[config.mk]
export PLATFORM = sky130hd
export DESIGN_NAME = fdsu_ctrl
export DESIGN_NICKNAME = d
export VERILOG_FILES = /design/src/design/fdsu_pkg.sv /design/src/design/fdsu_ctrl.sv
export SDC_FILE = /design/constraint.sdc
export NUM_CORES = 1
export LEC_CHECK = 0
export ABC_AREA = 1
export ABC_CLOCK_PERIOD_IN_PS = 2300
export BUFFER_PORTS_ARGS = -buffer_cell sky130_fd_sc_hd__buf_2
export CORE_MARGIN = 10
export CORE_UTILIZATION = 52
export DETAILED_ROUTE_END_ITERATION = 10
export GPL_TIMING_DRIVEN = 0
export MAX_ROUTING_LAYER = met4
export PLACE_DENSITY = 0.85
export REMOVE_ABC_BUFFERS = 1
export SLEW_MARGIN = 5
export SYNTH_ARGS = -nofsm -noshare
export SYNTH_HDL_FRONTEND = slang
export SYNTH_SLANG_ARGS = --single-unit
[constraint.sdc]
create_clock -name clk -period 2.3 [get_ports clk]
set_clock_uncertainty 0.1 [all_clocks]
set_input_delay 0.23 -clock clk [delete_from_list [all_inputs] [get_ports clk]]
set_output_delay 0.23 -clock clk [all_outputs]
set_load 0.01 [all_outputs]
[src/design/fdsu_pkg.sv]
`default_nettype none

package fdsu_pkg;

  localparam int STACK_DEPTH = 1024;
  localparam int PTR_W       = $clog2(STACK_DEPTH);
  localparam int CELL_W      = 32;
  localparam int LIT_W       = 31;
  localparam int ACT_W       = 4;
  localparam int STATUS_W    = 2;
  localparam int DEPTH_W     = 10;
  localparam int IDX_W       = 3;   // covers up to six cells touched by one operation
  localparam int IN_TDATA_W  = 32;
  localparam int IN_TUSER_W  = 4;
  localparam int OUT_TDATA_W = 48;

  localparam logic [ACT_W-1:0] ACT_PUSH  = 4'd0;
  localparam logic [ACT_W-1:0] ACT_DROP  = 4'd1;
  localparam logic [ACT_W-1:0] ACT_2DROP = 4'd2;
  localparam logic [ACT_W-1:0] ACT_ADD   = 4'd3;
  localparam logic [ACT_W-1:0] ACT_DUP   = 4'd4;
  localparam logic [ACT_W-1:0] ACT_2DUP  = 4'd5;
  localparam logic [ACT_W-1:0] ACT_QDUP  = 4'd6;
  localparam logic [ACT_W-1:0] ACT_OVER  = 4'd7;
  localparam logic [ACT_W-1:0] ACT_2OVER = 4'd8;
  localparam logic [ACT_W-1:0] ACT_ROT   = 4'd9;
  localparam logic [ACT_W-1:0] ACT_SWAP  = 4'd10;
  localparam logic [ACT_W-1:0] ACT_2SWAP = 4'd11;
  localparam logic [ACT_W-1:0] ACT_DOT   = 4'd12;

  localparam logic [STATUS_W-1:0] ST_OK    = 2'd0;
  localparam logic [STATUS_W-1:0] ST_UNDER = 2'd1;
  localparam logic [STATUS_W-1:0] ST_OVER  = 2'd2;

  // where a written cell comes from: one of the four fetched top cells, the literal or the sum
  typedef enum logic [2:0] {
    SRC_T0,
    SRC_T1,
    SRC_T2,
    SRC_T3,
    SRC_LIT,
    SRC_SUM
  } src_t;

  typedef struct packed {
    logic                 load_in;
    logic                 rd_en;
    logic                 cap_en;
    logic                 wr_en;
    logic                 cnt_upd;
    logic                 out_load;
    logic                 show;
    logic [STATUS_W-1:0]  status;
    logic [ACT_W-1:0]     action;
    logic [IDX_W-1:0]     idx;
  } fdsu_cmd_t;

  typedef struct packed {
    logic under;
    logic over;
    logic t0_nz;
  } fdsu_stat_t;

  // cells read from the top
  function automatic logic [IDX_W-1:0] op_need(input logic [ACT_W-1:0] act);
    logic [IDX_W-1:0] n;
    unique case (act)
      ACT_PUSH:  n = 3'd0;
      ACT_DROP:  n = 3'd1;
      ACT_2DROP: n = 3'd2;
      ACT_ADD:   n = 3'd2;
      ACT_DUP:   n = 3'd1;
      ACT_2DUP:  n = 3'd2;
      ACT_QDUP:  n = 3'd1;
      ACT_OVER:  n = 3'd2;
      ACT_2OVER: n = 3'd4;
      ACT_ROT:   n = 3'd3;
      ACT_SWAP:  n = 3'd2;
      ACT_2SWAP: n = 3'd4;
      ACT_DOT:   n = 3'd1;
      default:   n = 3'd0;
    endcase
    return n;
  endfunction

  // cells above the base (count - need) once the operation is done
  function automatic logic [IDX_W-1:0] op_keep(input logic [ACT_W-1:0] act,
                                               input logic             t0_nz);
    logic [IDX_W-1:0] k;
    unique case (act)
      ACT_PUSH:  k = 3'd1;
      ACT_ADD:   k = 3'd1;
      ACT_DUP:   k = 3'd2;
      ACT_2DUP:  k = 3'd4;
      ACT_QDUP:  k = t0_nz ? 3'd2 : 3'd1;
      ACT_OVER:  k = 3'd3;
      ACT_2OVER: k = 3'd6;
      ACT_ROT:   k = 3'd3;
      ACT_SWAP:  k = 3'd2;
      ACT_2SWAP: k = 3'd4;
      default:   k = 3'd0;
    endcase
    return k;
  endfunction

  // first slot above the base that gets written
  function automatic logic [IDX_W-1:0] op_wstart(input logic [ACT_W-1:0] act);
    logic [IDX_W-1:0] s;
    unique case (act)
      ACT_DUP:   s = 3'd1;
      ACT_2DUP:  s = 3'd2;
      ACT_QDUP:  s = 3'd1;
      ACT_OVER:  s = 3'd2;
      ACT_2OVER: s = 3'd4;
      default:   s = 3'd0;
    endcase
    return s;
  endfunction

  function automatic src_t op_src(input logic [ACT_W-1:0] act,
                                  input logic [IDX_W-1:0] idx);
    src_t s;
    unique case (act)
      ACT_PUSH:  s = SRC_LIT;
      ACT_ADD:   s = SRC_SUM;
      ACT_2DUP:  s = (idx == 3'd2) ? SRC_T1 : SRC_T0;
      ACT_OVER:  s = SRC_T1;
      ACT_2OVER: s = (idx == 3'd4) ? SRC_T3 : SRC_T2;
      ACT_ROT: begin
        unique case (idx)
          3'd0:    s = SRC_T1;
          3'd1:    s = SRC_T0;
          default: s = SRC_T2;
        endcase
      end
      ACT_SWAP:  s = (idx == 3'd0) ? SRC_T0 : SRC_T1;
      ACT_2SWAP: begin
        unique case (idx)
          3'd0:    s = SRC_T1;
          3'd1:    s = SRC_T0;
          3'd2:    s = SRC_T3;
          default: s = SRC_T2;
        endcase
      end
      default:   s = SRC_T0;
    endcase
    return s;
  endfunction

endpackage

`default_nettype wire

[src/design/fdsu_ctrl.sv]
`default_nettype none

module fdsu_ctrl
  import fdsu_pkg::*;
(
  input  wire logic                  clk,
  input  wire logic                  rst,
  input  wire logic                  s_tvalid,
  output logic                       s_tready,
  input  wire logic [IN_TUSER_W-1:0] s_tuser,
  output logic                       m_tvalid,
  input  wire logic                  m_tready,
  input  wire fdsu_stat_t            stat,
  output fdsu_cmd_t                  cmd
);

  localparam logic [2:0] S_IDLE  = 3'd0;
  localparam logic [2:0] S_READ  = 3'd1;
  localparam logic [2:0] S_CHECK = 3'd2;
  localparam logic [2:0] S_WRITE = 3'd3;
  localparam logic [2:0] S_DONE  = 3'd4;

  logic [2:0]          state, state_next;
  logic [ACT_W-1:0]    act;
  logic [IDX_W-1:0]    idx, idx_next;
  logic [STATUS_W-1:0] status, status_next;
  logic                m_tvalid_next;
  logic [IDX_W-1:0]    need, keep, wstart;

  assign need   = op_need(act);
  assign keep   = op_keep(act, stat.t0_nz);
  assign wstart = op_wstart(act);

  always_comb begin
    state_next    = state;
    idx_next      = idx;
    status_next   = status;
    s_tready      = 1'b0;
    cmd           = '0;
    cmd.action    = act;
    cmd.idx       = idx;
    cmd.status    = status;
    unique case (state)
      S_IDLE: begin
        s_tready = 1'b1;
        if (s_tvalid) begin
          cmd.load_in = 1'b1;
          idx_next    = '0;
          state_next  = S_READ;
        end
      end
      // memory read is registered: the cell addressed at idx lands in the next cycle
      S_READ: begin
        cmd.rd_en  = (idx < need) && !stat.under;
        cmd.cap_en = (idx != '0);
        if (idx == need || stat.under) begin
          state_next = S_CHECK;
        end else begin
          idx_next = idx + 3'd1;
        end
      end
      S_CHECK: begin
        if (stat.under) begin
          status_next = ST_UNDER;
          state_next  = S_DONE;
        end else if (stat.over) begin
          status_next = ST_OVER;
          state_next  = S_DONE;
        end else begin
          status_next = ST_OK;
          idx_next    = wstart;
          state_next  = S_WRITE;
        end
      end
      S_WRITE: begin
        if (idx < keep) begin
          cmd.wr_en = 1'b1;
          idx_next  = idx + 3'd1;
        end else begin
          cmd.cnt_upd = 1'b1;
          state_next  = S_DONE;
        end
      end
      S_DONE: begin
        if (!m_tvalid || m_tready) begin
          cmd.out_load = 1'b1;
          cmd.show     = (status == ST_OK) && (act == ACT_DOT);
          state_next   = S_IDLE;
        end
      end
      default: state_next = S_IDLE;
    endcase
  end

  always_comb begin
    m_tvalid_next = m_tvalid;
    if (m_tready) m_tvalid_next = 1'b0;
    if (cmd.out_load) m_tvalid_next = 1'b1;
  end

  always_ff @(posedge clk) begin
    if (rst) begin
      state    <= S_IDLE;
      m_tvalid <= 1'b0;
    end else begin
      state    <= state_next;
      m_tvalid <= m_tvalid_next;
    end
  end

  always_ff @(posedge clk) begin
    idx    <= idx_next;
    status <= status_next;
    if (cmd.load_in) act <= s_tuser[ACT_W-1:0];
  end

endmodule

`default_nettype wire

### After elaboration in Yosys (flattened, before gate mapping)

Memory sizes are Yosys's and may differ from the RTL's. A register that Yosys moved wholly into a read port is not among the register bits.
Index checks and enable logic that the tools add are counted.

* $add $sub $neg: 1
* $lt $le $gt $ge: 2
* equal/unequal tests: 23
* reduce and logical (&&, ||, !) cells: 20
* muxes and demuxes: 29

Operator list (number)
* 3-bit two-way mux: 11
* 4-bit equality test (second input constant): 5
* 3-bit case mux with 6 select lines: 1
* 4-bit by 3-bit equality test with 1-bit output (second input constant): 4
* 2-bit inequality test (second input constant): 8
* 3-bit case mux with 5 select lines: 1
* 2-bit two-way mux: 6
* 3-bit case mux with 4 select lines: 1
* 2-bit OR reduction: 6
* 3-bit case mux with 3 select lines: 1
* 1-bit two-way mux: 7
* 3-bit by 2-bit equality test with 1-bit output (second input constant): 2
* 3-bit less-than comparator: 2
* 6-bit AND reduction: 1
* 4-bit by 2-bit equality test with 1-bit output (second input constant): 1
* 4-bit zero test: 1
* 4-bit two-way mux: 1
* 4-bit AND reduction: 1
* 4-bit nonzero test: 1
* 3-bit by 1-bit adder with 3-bit output (second input constant): 1
* 3-bit by 1-bit equality test with 1-bit output (second input constant): 1
* 3-bit equality test: 1
* 3-bit equality test (second input constant): 1
* 3-bit zero test: 1
* 6 further kinds: 9

* memories kept: 1
* bits in read-only memories: 48
* input bits: 11
* bits in registers: 13
* output and inout port bits: 18

Memory list
* (name not given): depth 16, width 3, rd ports 1, clocked after memory_dff 1, wr ports 0, line fdsu_pkg.sv:67 `unique case (act)`

### Longest topological paths before layout

Gate-level depths: netlist of run 1.

* word-level depth: 6
* depth in mapped cells: 12
* depth with buffers taken out: 12

### Worst setup path before layout of run 1

Ideal clock, no wire load.

* path type: register -> register
* start point: register act[0]
* end point: register idx[0], enable pin
* required time: 1881 ps
* path slack: 143 ps
* data arrival time: 1738 ps
* stages on the path, launching flop included: 12
* buffers on the path: 0
* library setup time: 319 ps
* path through: edfxtp_1 nand2_1 nand2_2 a221oi_1 ha_1 nand2_1 inv_1 nand2_2 nand2_1 nand2_1 inv_2 nor2_1

* longest elaborated chain between the ends: 6
* elaborated cells between the ends (all ways): 18

Ends and longest elaborated chain
* start: declaration: line fdsu_ctrl.sv:24 `logic [ACT_W-1:0] act;`
* start signal: assignment: line fdsu_ctrl.sv:114 `if (cmd.load_in) act <= s_tuser[ACT_W-1:0];`
* 4-bit by 3-bit equality test with 1-bit output, or another cell as far along: line fdsu_pkg.sv:90 `unique case (act)`
* 2-bit OR reduction (no line)
* 3-bit case mux with 6 select lines (*): line fdsu_pkg.sv:90
* 3-bit less-than comparator (*): line fdsu_ctrl.sv:76 `if (idx < keep) begin`
* 2-bit inequality test (no line) (*)
* 6-bit AND reduction (no line) (*)
* end signal: assignment: line fdsu_ctrl.sv:112 `idx <= idx_next;`
* end: declaration: line fdsu_ctrl.sv:25 `logic [IDX_W-1:0] idx, idx_next;`

Mark *: on every way between the ends. The rest lies on a longest branch, timed or not.
A chain may end at the register's enable or synchronous reset.

==> results of run 1 <==
[timing repair]
| action | in CTS | in global routing |
|---|---|---|
| hold buffers | 0 | 0 |
| endpoints found under the setup margin | 5 | 8 |
| resized for setup | 14 | 14 |
| buffers inserted | 18 | 2 |
| pin swaps | 13 | 2 |
[state kept, by name, indices dropped and copies added (netlist names)]
register	cells
act	4
idx	3
m_tvalid	1
need	3
state	3
status	2
[synth_stat cells]
library cell  number
nand3b_1           1
nor3_2             1
xnor2_1            1
inv_1             31
nor2_1            15
nor2_2             2
ha_1               9
o21ai_1            3
a32o_1             1
o31ai_1            1
o2111ai_1          1
nor2_8             1
inv_2              3
o211ai_2           1
nand2_2            5
nor3_1             4
edfxtp_1           9
nand3_1            5
o21ai_0            3
o21ai_2            1
nand3_2            1
nor4_1             2
a221oi_1           1
dfxtp_1            7
a21oi_1            6
o32ai_1            2
buf_4              1
nand2_1           29
[through the flow]
| stage | power, µW | worst slack, ps | setup TNS [ps] | util, % | cells |
|---|---|---|---|---|---|
| floorplan | 1240 | 143 | 0 | - | 146 |
| global placement | 1470 | 42.1 | 0 | 64.0 | 201 |
| detailed placement | 1530 | 1.84 | 0 | 64.0 | 201 |
| CTS | 1860 | -4.82 | -4.82 | 74.8 | 223 |
| global route | 2230 | -318 | -1270 | 78.6 | 224 |
| finish | 2070 | -192 | -490 | 78.6 | 224 |
[cell families after synthesis]
family                   share of synthesized area [%]
AND/OR/NAND/NOR                                   28.2
AO/OA/AOI/OAI                                     12.0
XOR/XNOR                                         0.786
buffers and inverters                             12.1
flip-flops                                        36.8
adder cells (fa/ha/maj)                           10.1
[worst min path at each step]
stage	start	to	slack (ps)	cells past startpoint
6_report	s_tuser[2]	act[2]$_DFFE_PP_	20	1
3_5_place_dp	s_tuser[2]	act[2]$_DFFE_PP_	330	1
2_1_floorplan	rst	state[0]$_SDFFE_PP0P_	200	1
3_3_place_gp	s_tuser[2]	act[2]$_DFFE_PP_	320	1
4_1_cts	s_tuser[2]	act[2]$_DFFE_PP_	20	1
5_1_grt	s_tuser[1]	act[1]$_DFFE_PP_	5	1
[report_power, final]
group	internal, µW	total [µW]	switching [µW]
combinational	541	1380	835
clock	67.7	160	92.7
sequential	433	533	101
total	1040	2070	1030
[area by class of cell]
cell class	instances	area (µm²)
fillers	139	428
clock buffers	4	26.3
multi-input cells	96	673
repair buffers	47	300
inverters	34	130
well taps	27	33.8
flip-flops and latches	16	410
[metal layers]
layer  up-vias  routed length [µm]
met5         -                   0
met4         0                 219
met3        33                 389
met2        90                1860
met1       567                1470
li1        574                   -
==> results.md, run 1 <==
- Status: complete, but fails checks
- Failing checks: negative setup slack
- Post-route minimum period: 2490 ps
- Crit-path most repeated cell: nand2_1
- Vias per cell: 5.64
- Power Density: ~1300 nW/µm²
- Synth warnings: 0
- Met3 usage: approximately 4.4%
- PortBufs: 28
- IO Count: 29
- CTS HTree Levels: 1
- #FFs+latches synth: 16
- Share of cells above drive strength 1: 40.6%
- Worst-margin pin slew: 486 ps
- Most frequent cells in the layout: inv_1, buf_2, nand2_1
- Clock buffer depth: 2
- Crit path depth: 12
- Reg2Reg Depth: 12
- Syn Inst Count: 147
- Worst-path cell chain: inv_1 -> nand2_1 -> inv_1 -> a221oi_4 -> ha_1 -> nand2_1 -> inv_1 -> nand2_2 -> nand2_1 -> nand2_1 -> inv_2 -> buf_6
- Drt initial violations: 113
- Top Usage Layer GRT: met2
- Worst-path maximum fanout: 3
- Antenna viol nets, final: 0
- Core Rows: 16
- Master cell of the clock root buffer: clkbuf_4
- Largest net degree at the start of global routing: 10
- Startpoint types: register
- Finished Cell Area: 1570 µm²
- Vias: 1264
- N_diodes: 0
- RR Startpoint: act[2]$_DFFE_PP_
- GRT overflow: 0
- Drt wl/cell: 17.6 µm
- Layout Nets: ~220
- Vias in the first global route: approximately 1300
- Die W: 66.3 µm
- Met1 usage: 19.6%
- CTS Sinks: 16
- R2R Path End: idx[2]$_DFFE_PP_
- Layout area overhead: 41.2%
- Post-Route WL: ~3.9 mm
- Worst path top cell family by delay: simple AND/OR/NAND/NOR gates
- Final worst-path cycle share: 108%
- Initial antenna violation count: 0
- DP HPWL: 2.25 mm
- Yosys top cell by area: edfxtp_1
- Post-synthesis cell type count: 28
- TritonCTS clock tree: done
- Starting Density: 55.7%
- Full die area: ~4400 µm²
- Worst setup endpoint: cmd[11]
- Max Clock Freq: 0.401 GHz
- CP bufs+invs: 5
- WHS: 17.0 ps
- Synthesized cell area: 1110 µm²
- Core ar.: 2000 µm²
- Sequential fraction of the synthesis area: 36.8%
- Worst-path clk slew: roughly 100 ps
- Required time worst endpoint: 1970 ps
- CP Class: reg2out
- Final WS setup: -192 ps
- Max transition margin: 67.4%
- Die H: 66.3 µm
- Delay of the slowest critical-path stage: about 440 ps
- VDD IR max: ~0.00085 V
- Placed cell area: ~1300 µm²
- DRC viols: 0
- Detailed Routing Iterations Pass 1: 4
- CP startpoint: act[2]$_DFFE_PP_
- Final Hold Fails: 0
- Slowest-stage cell, CP: edfxtp_1
- Mean Syn Cell Area: 7.58 µm²
- Cells taking the most area after synthesis: edfxtp_1, dfxtp_1, inv_1, ha_1, nand2_1
- Final max-slew violation count: 0
- Total CTS buffers: 3
- MaxCap Viol Count: 0
- Critical Path Sink Type: output pin
- First-pass GRT wire length: 5.90 mm
- Setup violations, final: 5
- Yosys top cell area share: between 20% and 30%
- WP data arrival: 2160 ps
- Leakage: a little over 0.0008 µW
- Clock Latency Late Sink: around 300 ps
- Met2 Use GR: 27.5%
- Routability cong.: 0.908
- RSZ-0062 raised after global routing: true
- Total track usage: 17.2%
- Worst min path class: in2reg
- Worst reg-to-reg setup slack: -60 ps
No activity file was read; power rests on OpenSTA's default activity.
==> run 2, diff against run 1 <==
--- a/config.mk
+++ b/config.mk
@@ -9,11 +9,11 @@
 export ABC_CLOCK_PERIOD_IN_PS = 2300
 export BUFFER_PORTS_ARGS = -buffer_cell sky130_fd_sc_hd__buf_2
 export CORE_MARGIN = 10
-export CORE_UTILIZATION = 52
+export CORE_UTILIZATION = 35
 export DETAILED_ROUTE_END_ITERATION = 10
 export GPL_TIMING_DRIVEN = 0
 export MAX_ROUTING_LAYER = met4
-export PLACE_DENSITY = 0.85
+export PLACE_DENSITY = 0.63
 export REMOVE_ABC_BUFFERS = 1
 export SLEW_MARGIN = 5
 export SYNTH_ARGS = -nofsm -noshare
==> run 2 against run 1 <==
  * The flow still finishes with violations (negative setup slack)
  * Cell count is 7.1% higher
  * Core utilization is 29 points lower
  * Register-to-register slack better by 150 ps
  * Flip-flop and latch count stayed put
  * Largest cell class unchanged
  * Largest power group unchanged
==> results.md, run 2 (synthesis results as in run 1) <==
- Status: complete, but fails checks
- Failing checks: negative setup slack
- VDD IR max: 0.000390 V
- Routability cong.: between 0.9 and 1
- Die W: about 76 µm
- Total track usage: 10.7%
- Non-filler cells, final: 240
- Critical Path Sink Type: output pin
- Final max-slew violation count: 0
- N_diodes: 0
- Core Rows: 20
- Inst Count DP: around 220
- Core ar.: 3050 µm²
- Final worst-path cycle share: 102%
- Power Density: 1190 nW/µm²
- Full die area: around 5800 µm²
- Worst-margin pin slew: around 420 ps
- DRC viols: 0
- Starting Density: 36.5%
- IO Count: 29
- Worst-path cell chain: nand2_2 -> nand2_4 -> a221oi_2 -> ha_1 -> nand2_1 -> inv_1 -> nand2_2 -> nand2_1 -> nand2_1 -> inv_2 -> buf_6
- Startpoint types: register
- Antenna viol nets, final: 0
- Total CTS buffers: 3
- Crit-path most repeated cell: nand2_1
- Vias: 1135
- DP HPWL: 2.21 mm
- Finished Cell Area: 1530 µm²
- Most frequent cells in the layout: inv_1, nand2_1, buf_2
- Worst min path class: in2reg
- Slowest-stage cell, CP: edfxtp_1
- Placed cell area: ~1300 µm²
- CTS Sinks: 16
- Clock Latency Late Sink: ~300 ps
- Drt wl/cell: 12.1 µm
- First-pass GRT wire length: between 5 and 6 mm
- Die H: roughly 76 µm
- WP data arrival: between 2000 and 2500 ps
- Largest net degree at the start of global routing: 10
- Clock buffer depth: 2
- Vias in the first global route: 1141
- RSZ-0062 raised after global routing: true
- GRT overflow: 0
- Final Hold Fails: 0
- Drt initial violations: 55
- Layout area overhead: 37.3%
- Setup TNS: -39.3 ps
- Required time worst endpoint: 1970 ps
- Max FFs per register: 4
- Post-Route WL: 2.91 mm
- Final Power: 1830 µW
- Master cell of the clock root buffer: clkbuf_4
- Max transition margin: between 70% and 80%
- Post-route minimum period: 2340 ps
- Vias per cell: between 4 and 5
- CTS HTree Levels: 1
- CP Class: reg2out
- Final Util: 50.1%
- Final WS setup: -39.3 ps
- MaxCap Viol Count: 0
- Detailed Routing Iterations Pass 1: 4
- Worst-path clk slew: 100 ps
- PortBufs: 28
- Setup violations, final: 1
- Delay of the slowest critical-path stage: roughly 530 ps
- Leakage: approximately 0.0008 µW
- Initial antenna violation count: 0
- Reg with most FFs: act
- Worst-path maximum fanout: 6
- Max Clock Freq: 0.427 GHz
- Layout Nets: 217
- Share of cells above drive strength 1: 38.3%
- TritonCTS clock tree: done
[run 2: changes by cell type in the layout (fill, tap and decap cells not counted), moves of 2 or more]
cell,before,now
ha_1,7,9
nand2_1,23,26
ha_4,2,0
dlygate4sd3_1,0,2
buf_6,4,2
nand2_4,4,2
inv_2,6,8
[run 2: timing repair]
action / 4_1_cts / 5_1_grt
hold endpoints to repair: 0 / 2
pin swaps: 8 / 6
hold buffers: 0 / 2
endpoints found under the setup margin: 5 / 5
gates resized for setup: 10 / 8
setup buffers: 7 / 9
[run 2: critical path, delay by kind of cell, from the launching register on]
kind | cells | cell delay (ps)
flops | 1 | 530
simple gates | 6 | 490
fa+ha+maj | 1 | 260
buf+inv | 3 | 200
compound gates | 1 | 230
[run 2: report_power, final]
part | total, µW | leakage (µW) | switching (µW) | internal [µW]
Sequential | 527 | 0.000145 | 94.6 | 432
Combinational | 1130 | 0.000633 | 682 | 453
Clock | 166 | 0.0000150 | 98.5 | 67.7
[run 2: per-stage QoR]
| step | setup WS [ps] | hold slack [ps] |
|---|---|---|
| global placement | -11.8 | 322 |
| global route | -131 | 6.28 |
| detailed placement | -16.1 | 324 |
| finish | -39.3 | 9.19 |
| floorplan | 143 | 200 |
| CTS | 1.21 | 4.31 |
[run 2: layer usage]
| metal | track usage (%) | up-vias | share of wire [%] |
|---|---|---|---|
| li1 | - | 574 | - |
| met2 | 18.5 | 22 | 51 |
| met5 | - | - | 0 |
| met3 | 2.00 | 4 | 2.7 |
| met4 | 6.13 | 0 | 1.9 |
| met1 | 11.1 | 535 | 44 |
[run 2: layout make-up]
cell class	count	area, µm²
Multi-Input combinational cell	96	618
Timing Repair Buffer	46	293
Tap cell	44	55.1
Clock buffer	4	26.3
Inverter	34	128
Fill cell	319	1520
Sequential cell	16	410
[run 2: worst paths after layout]
path                         start                    end  slack, ps  cells past startpoint
max               act[0]$_DFFE_PP_                cmd[11]        -40                     11
min                            rst  state[0]$_SDFFE_PP0P_          9                      2
max reg2reg       act[0]$_DFFE_PP_       idx[2]$_DFFE_PP_         90                     11
min reg2reg  m_tvalid$_SDFFE_PP0P_  m_tvalid$_SDFFE_PP0P_        490                      4
==> run 3, diff against run 2 <==
--- a/config.mk
+++ b/config.mk
@@ -15,6 +15,7 @@
 export MAX_ROUTING_LAYER = met4
 export PLACE_DENSITY = 0.63
 export REMOVE_ABC_BUFFERS = 1
+export SETUP_SLACK_MARGIN = 0.2
 export SLEW_MARGIN = 5
 export SYNTH_ARGS = -nofsm -noshare
 export SYNTH_HDL_FRONTEND = slang
==> run 3 against run 2 <==
  * The run still ends with negative setup slack left
  * First-iteration DRC count is the same
  * Design area rose by 3.7%
  * Die area unchanged
  * Largest cell class unchanged
  * Worst hold slack better by 4.8 ps
  * Non-clock buffer count increased by 2
  * Sequential power increased by 1%
==> results.md, run 3 (synthesis results as in run 1) <==
- Final worst-path cycle share: 100%
- TritonCTS clock tree: done
- VDD IR max: 0.000407 V
- Vias per cell: ~4.7
- Full die area: around 5800 µm²
- Switching power total: between 900 and 1000 µW
- PortBufs: 28
- Worst setup endpoint: cmd[11]
- Final Hold Fails: 0
- Vias in the first global route: between 1000 and 1500
- Antenna viol nets, final: 0
- Most frequent cells in the layout: inv_1, nand2_1, buf_2
- Top Metal Used: met4
- RR Startpoint: act[0]$_DFFE_PP_
- Die H: 76.4 µm
- Worst reg-to-reg setup slack: 80 ps
- Final max-slew violation count: 0
- Slowest-stage cell, CP: edfxtp_1
- Sequential power share: 27.9%
- Max FFs per register: 4
- Critical Path Sink Type: output pin
- Post-Route WL: 2.97 mm
- GRT overflow: 0
- RSZ-0062 raised after global routing: true
- Max Clock Freq: 0.433 GHz
- Share of cells above drive strength 1: roughly two fifths
- Status: complete, but fails checks
- Sw Share: 47.8%
- Setup violations, final: 1
- Dpl ws: -16.1 ps
- Final WS setup: -11.3 ps
- Finished Cell Area: 1590 µm²
- Delay of the slowest critical-path stage: 530 ps
- Worst-path cell chain: nand2_2 -> nand2_4 -> a221oi_2 -> ha_1 -> nand2_1 -> inv_1 -> nand2_2 -> nand2_1 -> nand2_1 -> inv_2 -> buf_6
- Failing checks: negative setup slack
- Initial antenna violation count: 0
- Comb power frac: between 60% and 70%
- Worst min path class: in2reg
- Worst-path maximum fanout: 6
- Die W: 76.4 µm
- DRC viols: 0
- Detailed Routing Iterations Pass 1: 5
- Routed met1 length: 1.30 mm
- Met3 wire length: a little over 80 µm
- Drt wl/cell: 12.3 µm
- Number of cells on the worst hold path: 2
- N_diodes: 0
- Power Density: 1210 nW/µm²
- MaxCap Viol Count: 0
- Routability cong.: 0.928
- Leakage: 0.000812 µW
- Layout fillers: 308
- Clock Power Share: 8.7%
- WP data arrival: 1980 ps
- Max transition margin: 71.1%
- Largest net degree at the start of global routing: 10
- Drt initial violations: 55
- Crit-path most repeated cell: nand2_1
- Required time worst endpoint: 1970 ps
- Clock Latency Late Sink: 300 ps
- Total CTS buffers: 3
- Worst-margin pin slew: between 400 and 500 ps
- Worst-path clk slew: 100 ps
- IO Count: 29
- Vias: about 1100
- Layout Nets: 219
- Reg2Reg Depth: 12
- CP Class: reg2out
- R2R Path End: idx[1]$_DFFE_PP_
- Met2 routed WL: 1.53 mm
- Master cell of the clock root buffer: clkbuf_4
- First-pass GRT wire length: 5.06 mm
- Core ar.: 3050 µm²
- Startpoint types: register
- Layout area overhead: 42.3%
- Final Util: 52.0%
- CP startpoint: act[0]$_DFFE_PP_
- Pint: 999 µW
- Total track usage: 10.7%
- Core Rows: 20
- CTS HTree Levels: 1
- CTS Sinks: 16
- Placed cell area: 1300 µm²
- Reg with most FFs: act
- Post-route minimum period: 2310 ps
- Clock buffer depth: 2
- Starting Density: 36.5%
- DP HPWL: 2.21 mm
[run 3: cell types whose count changed in the layout (fill, tap and decap cells not counted)]
cell,before,now
buf_6,2,4
ha_1,9,8
ha_4,0,1
inv_2,8,7
inv_4,0,1
nor2_1,14,13
nor2_4,0,1
o21ai_0,3,2
o21ai_4,0,1
[run 3: per-layer routing]
metal,GRT usage [%],vias to the layer above
met5,-,-
met3,2.00,4
met2,18.5,18
met1,11.2,543
met4,6.13,0
li1,-,578
[run 3: cell type report]
| class | count | area (µm²) | share of cell area, % |
|---|---|---|---|
| multi-input cells | 96 | 649 | 40.9 |
| flip-flops and latches | 16 | 410 | 25.9 |
| repair buffers | 48 | 315 | 19.9 |
| inverters | 34 | 130 | 8.20 |
| well taps | 44 | 55.1 | 3.47 |
| clock buffers | 4 | 26.3 | 1.66 |
[run 3: worst min path at each step]
stage,start,to,slack (ps)
6_report,rst,state[0]$_SDFFE_PP0P_,10
4_1_cts,rst,state[0]$_SDFFE_PP0P_,4
2_1_floorplan,rst,state[0]$_SDFFE_PP0P_,200
5_1_grt,s_tuser[1],act[1]$_DFFE_PP_,3
3_5_place_dp,s_tuser[2],act[2]$_DFFE_PP_,320
3_3_place_gp,s_tuser[2],act[2]$_DFFE_PP_,320
[run 3: worst max-delay path, delay by kind of cell, from the launching register on]
family	cells	cell delay (ps)
AO/OA/AOI/OAI	1	210
flip-flops	1	530
AND/OR/NAND/NOR	6	480
buffers and inverters	3	190
adder cells (fa/ha/maj)	1	260
[run 3: power groups by stage]
stage	logic, µW	registers [µW]	clock network, µW
after global placement	960	527	0
after floorplan	704	537	0
after detailed placement	988	532	0
after global routing	1390	548	182
after CTS	1100	524	171
final	1210	534	166
[run 3: stage by stage]
step                      TNS [ps]  hold WS, ps  std cells  power, µW
after floorplan                  0          200        146       1240
after global placement       -35.2          322        218       1490
after detailed placement     -48.1          324        218       1520
after CTS                    -5.69         4.31        233       1790
after global routing          -263         3.50        242       2120
final                        -11.3         14.0        242       1910
[run 3: timing repair]
item / 4_1_cts / 5_1_grt
hold endpoints to repair: 0 / 2
setup buffers: 11 / 7
pin swaps: 12 / 7
gates resized for setup: 12 / 15
hold buffers: 0 / 2
endpoints found under the setup margin: 5 / 7
